File: src/rtl/core/shps_pkg.sv
// Shared types, constants and tables for the ship heading and position step.
// Used by every module under rtl/core; depends on nothing.
package shps_pkg;

    localparam int SINE_TABLE_ENTRIES     = 1024;
    localparam int POSITION_FRACTION_BITS = 8;
    localparam int SINE_INDEX_BITS        = $clog2(SINE_TABLE_ENTRIES);
    localparam int POS_SHIFT              = 26 - POSITION_FRACTION_BITS;

    localparam int CORDIC_STEPS = 18;
    localparam int STEP_W       = $clog2(CORDIC_STEPS);
    localparam logic signed [32:0] CORDIC_START = 33'sd652032875;

    localparam int CFG_INDEX_W = 3;
    localparam int CFG_DATA_W  = 20;

    typedef enum logic [CFG_INDEX_W-1:0] {
        CFG_SPEED_STEP = 3'd0,
        CFG_ANGLE_GAIN = 3'd1,
        CFG_LAG_GAIN   = 3'd2,
        CFG_GRID_LOW   = 3'd3,
        CFG_GRID_HIGH  = 3'd4,
        CFG_GOAL_X_MIN = 3'd5,
        CFG_GOAL_Y_MIN = 3'd6
    } cfg_index_t;

    typedef enum logic [1:0] {
        MUL_LAG = 2'd0,
        MUL_HDG = 2'd1,
        MUL_PX  = 2'd2,
        MUL_PY  = 2'd3
    } mul_sel_t;

    typedef struct packed {
        logic               command;
        logic signed [19:0] start_x;
        logic signed [19:0] start_y;
        logic        [15:0] start_heading;
        logic signed [15:0] start_turn_rate;
        logic signed [15:0] control_rate;
    } in_beat_t;

    typedef struct packed {
        logic signed [19:0] pos_x_out;
        logic signed [19:0] pos_y_out;
        logic        [15:0] heading_out;
        logic signed [15:0] turn_rate_out;
        logic               outside_grid;
        logic               reached_goal;
    } out_beat_t;

    typedef struct packed {
        logic        [15:0] speed_step;
        logic        [15:0] angle_gain;
        logic        [15:0] lag_gain;
        logic signed [19:0] grid_low;
        logic signed [19:0] grid_high;
        logic signed [19:0] goal_x_min;
        logic signed [19:0] goal_y_min;
    } cfg_t;

    typedef struct packed {
        logic              load_item;
        logic              mul_en;
        mul_sel_t          mul_sel;
        logic              upd_tr;
        logic              upd_hdg;
        logic              cord_init;
        logic              cord_step;
        logic [STEP_W-1:0] step_idx;
        logic              upd_px;
        logic              upd_py;
        logic              out_load;
    } dp_cmd_t;

    // CORDIC arc table, 2^24 units per turn
    function automatic logic [21:0] arc_units(input logic [STEP_W-1:0] i);
        logic [21:0] a;
        case (i)
            5'd0:    a = 22'd2097152;
            5'd1:    a = 22'd1238021;
            5'd2:    a = 22'd654136;
            5'd3:    a = 22'd332050;
            5'd4:    a = 22'd166669;
            5'd5:    a = 22'd83416;
            5'd6:    a = 22'd41718;
            5'd7:    a = 22'd20860;
            5'd8:    a = 22'd10430;
            5'd9:    a = 22'd5215;
            5'd10:   a = 22'd2608;
            5'd11:   a = 22'd1304;
            5'd12:   a = 22'd652;
            5'd13:   a = 22'd326;
            5'd14:   a = 22'd163;
            5'd15:   a = 22'd82;
            5'd16:   a = 22'd41;
            5'd17:   a = 22'd20;
            default: a = 22'd0;
        endcase
        return a;
    endfunction

endpackage

File: src/rtl/core/shps_cfg.sv
// Configuration register file for the ship step block.
// Depends on shps_pkg.
module shps_cfg (
    input  logic                                clk,
    input  logic                                rst_n,
    input  logic                                cfg_we,
    input  logic [shps_pkg::CFG_INDEX_W-1:0]    cfg_index,
    input  logic [shps_pkg::CFG_DATA_W-1:0]     cfg_data,
    output shps_pkg::cfg_t                      cfg
);

    shps_pkg::cfg_t cfg_reg;
    shps_pkg::cfg_t cfg_next;

    always_comb
    begin
        cfg_next = cfg_reg;
        if (cfg_we)
        begin
            case (shps_pkg::cfg_index_t'(cfg_index))
                shps_pkg::CFG_SPEED_STEP: cfg_next.speed_step = cfg_data[15:0];
                shps_pkg::CFG_ANGLE_GAIN: cfg_next.angle_gain = cfg_data[15:0];
                shps_pkg::CFG_LAG_GAIN:   cfg_next.lag_gain   = cfg_data[15:0];
                shps_pkg::CFG_GRID_LOW:   cfg_next.grid_low   = $signed(cfg_data);
                shps_pkg::CFG_GRID_HIGH:  cfg_next.grid_high  = $signed(cfg_data);
                shps_pkg::CFG_GOAL_X_MIN: cfg_next.goal_x_min = $signed(cfg_data);
                shps_pkg::CFG_GOAL_Y_MIN: cfg_next.goal_y_min = $signed(cfg_data);
                default:                  cfg_next = cfg_reg;
            endcase
        end
    end

    always_ff @(posedge clk or negedge rst_n)
    begin
        if (!rst_n)
        begin
            cfg_reg.speed_step <= 16'd2458;
            cfg_reg.angle_gain <= 16'd2086;
            cfg_reg.lag_gain   <= 16'd2621;
            cfg_reg.grid_low   <= 20'sd0;
            cfg_reg.grid_high  <= 20'sd256000;
            cfg_reg.goal_x_min <= 20'sd230400;
            cfg_reg.goal_y_min <= 20'sd230400;
        end
        else
        begin
            cfg_reg <= cfg_next;
        end
    end

    assign cfg = cfg_reg;

endmodule

File: src/rtl/core/shps_ctrl.sv
// Ship step sequencer: a step item walks lag, heading, CORDIC and position
// phases, a load skips them; owns both handshakes. Depends on shps_pkg.
module shps_ctrl (
    input  logic               clk,
    input  logic               rst_n,
    input  logic               in_valid,
    output logic               in_ready,
    input  logic               in_command,
    output logic               out_valid,
    input  logic               out_ready,
    output shps_pkg::dp_cmd_t  cmd
);

    typedef enum logic [11:0] {
        S_IDLE      = 12'b0000_0000_0001,
        S_LAG_MUL   = 12'b0000_0000_0010,
        S_LAG_ADD   = 12'b0000_0000_0100,
        S_HDG_MUL   = 12'b0000_0000_1000,
        S_HDG_ADD   = 12'b0000_0001_0000,
        S_CORD_INIT = 12'b0000_0010_0000,
        S_CORD_ITER = 12'b0000_0100_0000,
        S_PX_MUL    = 12'b0000_1000_0000,
        S_PX_ADD    = 12'b0001_0000_0000,
        S_PY_MUL    = 12'b0010_0000_0000,
        S_PY_ADD    = 12'b0100_0000_0000,
        S_DONE      = 12'b1000_0000_0000
    } state_t;

    state_t                        state_reg, state_next;
    logic [shps_pkg::STEP_W-1:0]   step_reg, step_next;
    logic                          out_valid_reg, out_valid_next;

    always_comb
    begin
        state_next = state_reg;
        step_next  = step_reg;
        cmd        = '0;
        cmd.mul_sel = shps_pkg::MUL_LAG;
        cmd.step_idx = step_reg;
        case (state_reg)
            S_IDLE:
            begin
                if (in_valid)
                begin
                    cmd.load_item = 1'b1;
                    state_next = in_command ? S_LAG_MUL : S_DONE;
                end
            end
            S_LAG_MUL:
            begin
                cmd.mul_en  = 1'b1;
                cmd.mul_sel = shps_pkg::MUL_LAG;
                state_next  = S_LAG_ADD;
            end
            S_LAG_ADD:
            begin
                cmd.upd_tr = 1'b1;
                state_next = S_HDG_MUL;
            end
            S_HDG_MUL:
            begin
                cmd.mul_en  = 1'b1;
                cmd.mul_sel = shps_pkg::MUL_HDG;
                state_next  = S_HDG_ADD;
            end
            S_HDG_ADD:
            begin
                cmd.upd_hdg = 1'b1;
                state_next  = S_CORD_INIT;
            end
            S_CORD_INIT:
            begin
                cmd.cord_init = 1'b1;
                step_next     = '0;
                state_next    = S_CORD_ITER;
            end
            S_CORD_ITER:
            begin
                cmd.cord_step = 1'b1;
                if (step_reg == shps_pkg::STEP_W'(shps_pkg::CORDIC_STEPS - 1))
                begin
                    state_next = S_PX_MUL;
                end
                else
                begin
                    step_next = step_reg + 1'b1;
                end
            end
            S_PX_MUL:
            begin
                cmd.mul_en  = 1'b1;
                cmd.mul_sel = shps_pkg::MUL_PX;
                state_next  = S_PX_ADD;
            end
            S_PX_ADD:
            begin
                cmd.upd_px = 1'b1;
                state_next = S_PY_MUL;
            end
            S_PY_MUL:
            begin
                cmd.mul_en  = 1'b1;
                cmd.mul_sel = shps_pkg::MUL_PY;
                state_next  = S_PY_ADD;
            end
            S_PY_ADD:
            begin
                cmd.upd_py = 1'b1;
                state_next = S_DONE;
            end
            S_DONE:
            begin
                if (!out_valid_reg || out_ready)
                begin
                    cmd.out_load = 1'b1;
                    state_next   = S_IDLE;
                end
            end
            default:
            begin
                state_next = S_IDLE;
            end
        endcase
    end

    always_comb
    begin
        out_valid_next = out_valid_reg;
        if (cmd.out_load)
        begin
            out_valid_next = 1'b1;
        end
        else if (out_ready)
        begin
            out_valid_next = 1'b0;
        end
    end

    always_ff @(posedge clk or negedge rst_n)
    begin
        if (!rst_n)
        begin
            state_reg     <= S_IDLE;
            step_reg      <= '0;
            out_valid_reg <= 1'b0;
        end
        else
        begin
            state_reg     <= state_next;
            step_reg      <= step_next;
            out_valid_reg <= out_valid_next;
        end
    end

    assign in_ready  = (state_reg == S_IDLE);
    assign out_valid = out_valid_reg;

endmodule

File: src/rtl/core/shps_dp.sv
// Datapath of the ship step: state registers, one shared multiplier,
// iterative CORDIC and the output beat register. Depends on shps_pkg.
module shps_dp (
    input  logic                clk,
    input  logic                rst_n,
    input  shps_pkg::dp_cmd_t   cmd,
    input  shps_pkg::cfg_t      cfg,
    input  shps_pkg::in_beat_t  in_beat,
    output shps_pkg::out_beat_t out_beat
);

    localparam int IB = shps_pkg::SINE_INDEX_BITS;

    function automatic logic signed [15:0] sat16(input logic signed [19:0] v);
        logic signed [15:0] r;
        if (v > 20'sd32767)
            r = 16'sh7FFF;
        else if (v < -20'sd32768)
            r = 16'sh8000;
        else
            r = v[15:0];
        return r;
    endfunction

    function automatic logic signed [19:0] sat20(input logic signed [35:0] v);
        logic signed [19:0] r;
        if (v > 36'sd524287)
            r = 20'sh7FFFF;
        else if (v < -36'sd524288)
            r = 20'sh80000;
        else
            r = v[19:0];
        return r;
    endfunction

    logic signed [19:0] px_reg, px_next;
    logic signed [19:0] py_reg, py_next;
    logic        [15:0] hdg_reg, hdg_next;
    logic signed [15:0] tr_reg, tr_next;
    logic signed [15:0] rate_cmd_reg;
    logic signed [34:0] prod_reg;
    logic signed [32:0] cx_reg, cy_reg;
    logic signed [24:0] cz_reg;
    logic               flip_reg;
    shps_pkg::out_beat_t out_reg;

    logic signed [17:0] mul_a;
    logic signed [16:0] mul_b;
    logic signed [34:0] prod_next;
    logic signed [17:0] sin_q, cos_q;
    logic signed [19:0] tr_sum;
    logic        [15:0] qang;
    logic signed [16:0] ang_s, ang_f;
    logic               flip_n;
    logic signed [32:0] shx, shy;
    logic signed [24:0] arc;
    logic signed [34:0] pdelta;
    logic signed [16:0] ty, tx;

    assign ty    = cy_reg[32:16];
    assign tx    = cx_reg[32:16];
    assign sin_q = flip_reg ? -{ty[16], ty} : {ty[16], ty};
    assign cos_q = flip_reg ? -{tx[16], tx} : {tx[16], tx};

    always_comb
    begin
        case (cmd.mul_sel)
            shps_pkg::MUL_LAG:
            begin
                mul_a = {{2{rate_cmd_reg[15]}}, rate_cmd_reg} - {{2{tr_reg[15]}}, tr_reg};
                mul_b = $signed({1'b0, cfg.lag_gain});
            end
            shps_pkg::MUL_HDG:
            begin
                mul_a = {{2{tr_reg[15]}}, tr_reg};
                mul_b = $signed({1'b0, cfg.angle_gain});
            end
            shps_pkg::MUL_PX:
            begin
                mul_a = sin_q;
                mul_b = $signed({1'b0, cfg.speed_step});
            end
            shps_pkg::MUL_PY:
            begin
                mul_a = cos_q;
                mul_b = $signed({1'b0, cfg.speed_step});
            end
            default:
            begin
                mul_a = '0;
                mul_b = '0;
            end
        endcase
    end

    assign prod_next = mul_a * mul_b;

    assign tr_sum = {{4{tr_reg[15]}}, tr_reg} + {prod_reg[34], prod_reg[34:16]};

    // heading quantised to the sine table grid
    assign qang  = {hdg_reg[15:16-IB], {(16-IB){1'b0}}};
    always_comb
    begin
        ang_s  = $signed({qang[15], qang});
        flip_n = 1'b0;
        ang_f  = ang_s;
        if (ang_s > 17'sd16384)
        begin
            ang_f  = ang_s - 17'sd32768;
            flip_n = 1'b1;
        end
        else if (ang_s < -17'sd16384)
        begin
            ang_f  = ang_s + 17'sd32768;
            flip_n = 1'b1;
        end
    end

    assign shx    = cx_reg >>> cmd.step_idx;
    assign shy    = cy_reg >>> cmd.step_idx;
    assign arc    = $signed({3'b000, shps_pkg::arc_units(cmd.step_idx)});
    assign pdelta = prod_reg >>> shps_pkg::POS_SHIFT;

    always_comb
    begin
        px_next  = px_reg;
        py_next  = py_reg;
        hdg_next = hdg_reg;
        tr_next  = tr_reg;
        if (cmd.load_item && !in_beat.command)
        begin
            px_next  = in_beat.start_x;
            py_next  = in_beat.start_y;
            hdg_next = in_beat.start_heading;
            tr_next  = in_beat.start_turn_rate;
        end
        if (cmd.upd_tr)
            tr_next = sat16(tr_sum);
        if (cmd.upd_hdg)
            hdg_next = hdg_reg + prod_reg[25:10];
        if (cmd.upd_px)
            px_next = sat20({{16{px_reg[19]}}, px_reg} + {pdelta[34], pdelta});
        if (cmd.upd_py)
            py_next = sat20({{16{py_reg[19]}}, py_reg} + {pdelta[34], pdelta});
    end

    always_ff @(posedge clk or negedge rst_n)
    begin
        if (!rst_n)
        begin
            px_reg  <= '0;
            py_reg  <= '0;
            hdg_reg <= '0;
            tr_reg  <= '0;
        end
        else
        begin
            px_reg  <= px_next;
            py_reg  <= py_next;
            hdg_reg <= hdg_next;
            tr_reg  <= tr_next;
        end
    end

    always_ff @(posedge clk)
    begin
        if (cmd.load_item && in_beat.command)
            rate_cmd_reg <= in_beat.control_rate;
        if (cmd.mul_en)
            prod_reg <= prod_next;
        if (cmd.cord_init)
        begin
            cx_reg   <= shps_pkg::CORDIC_START;
            cy_reg   <= '0;
            cz_reg   <= {ang_f, 8'b0};
            flip_reg <= flip_n;
        end
        else if (cmd.cord_step)
        begin
            if (!cz_reg[24])
            begin
                cx_reg <= cx_reg - shy;
                cy_reg <= cy_reg + shx;
                cz_reg <= cz_reg - arc;
            end
            else
            begin
                cx_reg <= cx_reg + shy;
                cy_reg <= cy_reg - shx;
                cz_reg <= cz_reg + arc;
            end
        end
        if (cmd.out_load)
        begin
            out_reg.pos_x_out     <= px_reg;
            out_reg.pos_y_out     <= py_reg;
            out_reg.heading_out   <= hdg_reg;
            out_reg.turn_rate_out <= tr_reg;
            out_reg.outside_grid  <= (px_reg < cfg.grid_low) || (px_reg > cfg.grid_high) ||
                                     (py_reg < cfg.grid_low) || (py_reg > cfg.grid_high);
            out_reg.reached_goal  <= (px_reg >= cfg.goal_x_min) && (py_reg >= cfg.goal_y_min);
        end
    end

    assign out_beat = out_reg;

endmodule

File: src/rtl/core/ship_heading_position_step.sv
// Top level of the ship heading and position step block.
// Depends on shps_pkg, shps_cfg, shps_ctrl and shps_dp.
//
// Each input beat either loads position, heading and turn rate (command 0)
// or advances a first-order steering model by one time step (command 1),
// and yields one output beat with the new state and the grid and goal
// flags. A load goes straight to the result register. A step uses the shared
// multiplier and an add state for the rate lag and then the heading update,
// a setup state and 18 iterations of the sine/cosine CORDIC unit, then the
// multiplier and an add state for the x and y moves, and a state to register
// the result. One item is worked on at a time; the next is accepted once the
// current result sits in the output register, even if that beat has not yet
// been taken. Configuration writes are accepted every cycle but should be
// issued only while the block is idle.
module ship_heading_position_step (
    input  logic                              clk,
    input  logic                              rst_n,
    input  logic                              in_valid,
    output logic                              in_ready,
    input  shps_pkg::in_beat_t                in_beat,
    output logic                              out_valid,
    input  logic                              out_ready,
    output shps_pkg::out_beat_t               out_beat,
    input  logic                              cfg_we,
    input  logic [shps_pkg::CFG_INDEX_W-1:0]  cfg_index,
    input  logic [shps_pkg::CFG_DATA_W-1:0]   cfg_data
);

    shps_pkg::cfg_t    cfg;
    shps_pkg::dp_cmd_t cmd;

    shps_cfg u_cfg (
        .clk       (clk),
        .rst_n     (rst_n),
        .cfg_we    (cfg_we),
        .cfg_index (cfg_index),
        .cfg_data  (cfg_data),
        .cfg       (cfg)
    );

    shps_ctrl u_ctrl (
        .clk        (clk),
        .rst_n      (rst_n),
        .in_valid   (in_valid),
        .in_ready   (in_ready),
        .in_command (in_beat.command),
        .out_valid  (out_valid),
        .out_ready  (out_ready),
        .cmd        (cmd)
    );

    shps_dp u_dp (
        .clk      (clk),
        .rst_n    (rst_n),
        .cmd      (cmd),
        .cfg      (cfg),
        .in_beat  (in_beat),
        .out_beat (out_beat)
    );

endmodule

File: config.mk
export PLATFORM = sky130hd
export DESIGN_NAME = ship_heading_position_step
export DESIGN_NICKNAME = d
export VERILOG_FILES = /design/src/rtl/core/shps_pkg.sv /design/src/rtl/core/shps_cfg.sv /design/src/rtl/core/shps_ctrl.sv /design/src/rtl/core/shps_dp.sv /design/src/rtl/core/ship_heading_position_step.sv
export SDC_FILE = /design/constraint.sdc
export NUM_CORES = 2
export LEC_CHECK = 0
export CAP_MARGIN = 25
export CORE_MARGIN = 3
export CORE_UTILIZATION = 25
export CTS_CLUSTER_DIAMETER = 60
export DETAILED_ROUTE_END_ITERATION = 8
export DONT_BUFFER_PORTS = 1
export PLACE_DENSITY_LB_ADDON = 0.05
export SLEW_MARGIN = 20
export SYNTH_ARGS = -nofsm -noshare
export SYNTH_HDL_FRONTEND = slang
export SYNTH_SLANG_ARGS = --single-unit
File: constraint.sdc
create_clock -name clk -period 12 [get_ports clk]
set_input_delay 2.4 -clock clk [delete_from_list [all_inputs] [get_ports clk]]
set_output_delay 2.4 -clock clk [all_outputs]
set_load 0.005 [all_outputs]
# Yosys cells after proc, flatten, opt, wreduce, memory -nomap -nowiden

Memory sizes are Yosys's and may differ from the RTL's.
Cells that the tools add are included.

Register bits: 435
ROM bits: 704
Bits of input ports: 117
Memories kept: 1

Add/sub/neg operators: 16
Multiply operators: 1
$lt $le $gt $ge: 14
Equality and inequality tests: 26
Shifts and indexed selects: 2
Muxes and demuxes: 46
Reductions and logical operators: 28

Memory list:

| name             | words | width | rd ports | clocked after Yosys merged registers in | write ports | RTL line       | RTL |
|---|---|---|---|---|---|---|---|
| (name not given) | 32    | 22    | 1        | 0                                       | 0           | shps_pkg.sv:79 | `case (i)` |

Operator list:

| operator                                                        | number |
|---|---|
| 2-to-1 mux 20 bit                                               | 8 |
| one-hot mux 12 bit (12 select lines)                            | 1 |
| 2-to-1 mux 16 bit                                               | 6 |
| 2-to-1 mux 25 bit                                               | 3 |
| greater-than comparator 36 x 20 -> 1 bit, second input constant | 2 |
| < comparator 36 x 20 -> 1 bit, second input constant            | 2 |
| one-hot mux 18 bit (4 select lines)                             | 1 |
| adder 33 bit                                                    | 2 |
| 2-to-1 mux 33 bit                                               | 2 |
| >>> shifter 33 x 5 -> 33 bit                                    | 2 |
| subtractor 33 bit                                               | 2 |
| one-hot mux 17 bit (3 select lines)                             | 1 |
| 2-to-1 mux 12 bit                                               | 4 |
| adder 20 x 17 -> 21 bit                                         | 2 |
| greater-or-equal comparator 20 bit                              | 2 |
| greater-than comparator 20 bit                                  | 2 |
| < comparator 20 bit                                             | 2 |
| 2-to-1 mux 18 bit                                               | 2 |
| negation 18 bit                                                 | 2 |
| multiplier 18 x 17 -> 35 bit                                    | 1 |
| 2-to-1 mux 17 bit                                               | 2 |
| adder 25 x 23 -> 25 bit                                         | 1 |
| subtractor 25 x 23 -> 25 bit                                    | 1 |
| adder 16 x 19 -> 20 bit                                         | 1 |
| 42 further kinds                                                | 79 |

# Logic depth before layout (Yosys ltp)

Word-level depth: 6
Mapped depth: 38
Mapped depth without buffers: 37

# By module

From an unflattened synthesis, not the netlist that was laid out.

Cells, all modules: 4988
Area, all modules: 46093.0 um2

By module, submodules not included:

| module    | times used | cells an instance | area an instance (um2) | seq. area each (um2) |
|---|---|---|---|---|
| shps_dp   | 1          | 4604              | 40039.7                | 7277.0 |
| shps_cfg  | 1          | 276               | 4983.5                 | 3241.9 |
| shps_ctrl | 1          | 108               | 1069.8                 | 451.7 |

# Least setup slack after synthesis

Ideal clock, no wire load.

Path kind: register to register
From: reg u_dp.tr_reg[0]
To: reg u_dp.prod_reg[34], data pin
Data arrival time: 8.810 ns
Data required time: 11.740 ns
Setup slack: 2.930 ns
Stages on the path, launching flop included: 36
Clock period less this slack: 9.070 ns
Cell sequence: dfrtp_1 ha_1 fa_1 nor2b_1 o21ai_0 a21boi_0 o21ai_0 a21boi_0 o21ai_0 a21oi_1 o31ai_1 o211ai_1 nand3_1 nand2_1 clkbuf_1 nor2_1 fa_1 inv_1 fa_1 inv_1 fa_1 fa_1 fa_1 inv_1 fa_1 inv_1 ha_1 nand3_1 o22ai_1 a211oi_1 a21oi_1 a2111oi_0 o221ai_1 a21oi_1 o21bai_1 xnor2_1

Cells in the longest elaborated chain, start to end: 3

Ends and longest elaborated chain:

| item                                  | RTL line       | RTL |
|---|---|---|
| start: declaration                    | shps_dp.sv:39  | `logic signed [15:0] tr_reg, tr_next;` |
| start signal: assignment              | shps_dp.sv:161 | `tr_reg <= tr_next;` |
| subtractor 16 x 16 -> 17 bit          | shps_dp.sv:70  | `mul_a = {{2{rate_cmd_reg[15]}}, rate_cmd_reg} - {{2{tr_reg[15]}}, tr_reg};` |
| one-hot mux 18 bit (4 select lines) * | shps_dp.sv:67  | `case (cmd.mul_sel)` |
| multiplier 18 x 17 -> 35 bit *        | shps_dp.sv:96  | `assign prod_next = mul_a * mul_b;` |
| net u_dp.prod_next[34]                | shps_dp.sv:49  | `logic signed [34:0] prod_next;` |
| end signal: assignment                | shps_dp.sv:170 | `prod_reg <= prod_next;` |
| end: declaration                      | shps_dp.sv:41  | `logic signed [34:0] prod_reg;` |

The timed path passes the listed nets; every way through them passes the cells marked *.
A chain may end at the register's enable or synchronous reset.

# Worst setup path in the final report

From: reg u_ctrl.state_reg[8]
To: reg u_dp.prod_reg[34], data pin

Cells in the longest elaborated chain, start to end: 6
Elaborated cells between the ends (all ways): 13

Ends and longest elaborated chain:

| item                                                   | RTL line         | RTL |
|---|---|---|
| start: declaration                                     | shps_ctrl.sv:29  | `state_t state_reg, state_next;` |
| start signal: assignment                               | shps_ctrl.sv:149 | `state_reg <= state_next;` |
| equality test 12 x 10 -> 1 bit (tied with other cells) | shps_ctrl.sv:40  | `case (state_reg)` |
| one-hot mux 3 bit (4 select lines) *                   | shps_ctrl.sv:40  |  |
| equality test 2 bit                                    | shps_dp.sv:67    |  |
| OR reduction 2 bit (no source line)                    | n/a              |  |
| one-hot mux 17 bit (3 select lines)                    | shps_dp.sv:67    |  |
| multiplier 18 x 17 -> 35 bit *                         | shps_dp.sv:96    |  |
| net u_dp.prod_next[34]                                 | shps_dp.sv:49    |  |

The timed path passes the listed nets; every way through them passes the cells marked *. The select of a mux whose other input is x is not followed.

==> summary.md <==
| Metric | Value |
|---|---|
| Clk_lat worst skew | `about 0.67 ns` |
| Setup WS post-layout | `between 1.5 and 2 ns` |
| Max FFs per register | `128` |
| Total track usage | `between 20% and 30%` |
| Reg area | `11,000 um^2` |
| Row cnt | `154` |
| Hold path start | `u_dp.cz_reg[6]` |
| Hold depth | `2` |
| XOR/XNOR share of the synthesized area | `roughly 5.3%` |
| Die H | `approximately 430 um` |
| Max-cap viol count | `0` |
| Worst endpoint required time | `~12 ns` |
| Commonest non-fill, non-tap cell in the layout | `inv_1` |
| FFs w/ async S/R, synth | `approximately half` |
| Number of CTS-inserted buffers | `71` |
| Arrival time worst endpoint | `10.71 ns` |
| Cells on worst reg2reg path | `34` |
| R2R setup slack | `between 1.5 and 2 ns` |
| Io pins | `193` |
| Slew Viols, Final | `0` |
| Critical R2R Capture | `u_dp.prod_reg[34]` |
| Post-synth EDFFs | `approximately 130` |
| Routed length per instance | `25.8 um` |
| Final wirelength | `~190,000 um` |
| Nets | `5,727` |
| Vias in the first global route | `37,549` |
| Critical path endpoint category | `flip-flop` |
| Iteration-0 DRC Markers | `~2,500` |
| Root Buffer | `clkbuf_16` |
| Core Box Area | `177,000 um^2` |
| Synth Area in Adders | `between 20% and 30%` |
| Worst hold path class | `flip-flop to flip-flop` |
| Die area | `between 150,000 and 200,000 um^2` |
| First-pass GRT wire length | `~280,000 um` |
| Yosys warns | `0` |
| Achievable frequency | `a little under 0.1 GHz` |
| Initial antenna violation count | `31` |
| Mapped Nets | `slightly below 6,000` |
| Die W | `429 um` |
| Synth Instances | `4,958` |
| Footprint of the multi-input gates | `approximately 31,000 um^2` |
| Post-CTS Setup Bufs | `0` |
| RSZ-0062 raised after global routing | `no` |
| Final hold viol count | `0` |
| DRC viols | `0` |
| Initial Utilization | `between 20% and 30%` |
| WS Path Type | `flip-flop to flip-flop` |
| Main combinational cell family by area after synthesis | `adder cells` |
| Register bit total from synthesis | `approximately 430` |
| TritonCTS clock tree | `done` |
| Slew at the pin with the worst max-slew slack | `approximately 1.2 ns` |
| CTS resizes | `0` |
| H-tree levels | `3` |
| Routability cong. | `0.872` |
| Pin count of the biggest net entering global routing | `between 200 and 250` |
| Origin of the critical flop-to-flop path | `u_ctrl.state_reg[8]` |
| Syn_area_per_cell | `9.01 um^2` |
| Layout fillers | `18,887` |
| Simple-gate share of the synthesized area | `between 10% and 20%` |
| Part of the Yosys area used for sequential elements | `around a quarter` |
| Min cycle time layout | `about 10 ns` |
| Share of cells above drive strength 1 | `slightly above 10%` |
| Status | `finished, final reports clean` |
| Proportion of synthesized area in mux cells | `between 8 and 9%` |
| Skew final | `approximately 0.027 ns` |
| Vias | `about 36,000` |
| Post-DP HPWL | `~150,000 um` |
| Hold endpoint | `u_dp.cz_reg[6]` |
| Num Clock Sinks | `425` |
| Period utilization | `85.8%` |
| Netlist cell types | `approximately 90` |
| Place WS | `approximately 1.3 ns` |
| Max stage delay on crit path | `roughly 0.8 ns` |
| Via/cell ratio | `roughly 5.0` |
| Critical Path Most Common Cell | `fa_1` |
| Synth Area in Compound Gates | `15.7%` |
| Crit-path slowest cell | `nor2_2` |
| Post-synth top flop | `dfrtp_1` |
| Gr ovfl total | `0` |
| # setup viols final | `0` |
| CTS hold repair buffers | `0` |
| DR pass1 iterations | `6` |
| Post-Syn Area | `44,700 um^2` |
| Max-slew headroom | `22.5%` |
| Worst Setup Start Kind | `flip-flop` |
| Most frequent cells in the layout | `570 x inv_1, 540 x nand2_1, 395 x ha_1, 371 x nor2_1, 299 x fa_1` |
| Post-route ant nets | `0` |
| Setup tns final | `0 ns` |
| IO Port Bufs | `0` |
| CP Max Fanout | `26` |
| Worst-case clock buffer depth | `3` |
| Clock transition at path regs | `around 0.060 ns` |
| Area grow syn2layout | `11.9%` |
[worst max path at each step]
stage | from | to | slack, ns | depth (start not counted)
floorplan | u_dp.tr_reg[0] | u_dp.prod_reg[34] | 2.93 | 35
global placement | u_ctrl.state_reg[8] | u_dp.prod_reg[34] | 1.34 | 33
detailed placement | u_ctrl.state_reg[8] | u_dp.prod_reg[34] | 1.26 | 33
CTS | u_ctrl.state_reg[8] | u_dp.prod_reg[34] | 1.24 | 33
global route | u_dp.tr_reg[0] | u_dp.prod_reg[34] | 0.89 | 34
finish | u_ctrl.state_reg[8] | u_dp.prod_reg[34] | 1.71 | 34
[through the flow]
stage / cells / util, % / hold WS [ns] / instance area (um^2)
2_1_floorplan: 4958 / - / 0.432 / 44700
3_3_place_gp: 7176 / 26.8 / 0.445 / 47500
3_5_place_dp: 7180 / 26.9 / 0.457 / 47500
4_1_cts: 7311 / 28.2 / 0.471 / 49900
5_1_grt: 7316 / 28.2 / 0.504 / 49900
6_report: 7320 / 28.2 / 0.464 / 50000
[routing by layer]
metal	track usage (%)	up-vias	share of wire, %
li1	-	17109	-
met1	28.2	18332	47
met2	34.0	799	47
met3	2.23	174	3.8
met4	4.84	4	2.1
met5	0	-	0.017
[area by class of cell]
type,instances,share of cell area [%]
Timing Repair Buffer,97,1.50
Inverter,576,4.33
Multi-Input combinational cell,3745,61.5
Clock inverter,41,0.954
Clock buffer,90,3.84
Antenna cell,6,0.0301
Tap cell,2340,5.86
Sequential cell,425,22.0
[cell families after synthesis]
group	count (synthesis)
compound gates	1096
xor+xnor	270
fa+ha+maj	694
buf+inv	788
flops	425
mux	285
simple gates	1400
[cells in the mapped netlist (49+ instances only)]
library cell  count  share of area, %
a21o_1          111               1.9
nor2b_1          62              0.87
clkbuf_1        162               1.4
ha_1            395                11
o21a_1           49              0.82
mux4_2           64               3.2
xor2_1          108               2.1
fa_1            299                13
mux2i_1          77               1.7
edfxtp_1        133               8.9
o21ai_0         212               2.4
inv_1           571               4.8
a21oi_1         291               3.3
mux2_2          141               3.6
dfxtp_1          74               3.3
nand3_1          55              0.62
o22ai_1          67              0.94
nand2_1         540               4.5
nor3_1           62              0.69
nor2_1          374               3.1
a211oi_1         50              0.84
dfrtp_1         186                10
nand2b_1         54              0.76
a31oi_1          54              0.76
and2_1           59              0.83
xnor2_1         162               3.2
[critical path: cells and delay by family (launching register included)]
kind | cells | cell delay [ns]
xor gates and xnor gates | 1 | 0.13
buffers and inverters | 8 | 1.03
adders and majority gates | 7 | 3.19
DFF | 1 | 0.47
AOI/OAI and AO/OA | 7 | 1.51
and+or+nand+nor | 11 | 3.67
Power is not shown: default switching activity piles up to over one toggle a cycle in this logic, so the estimate is an artifact.
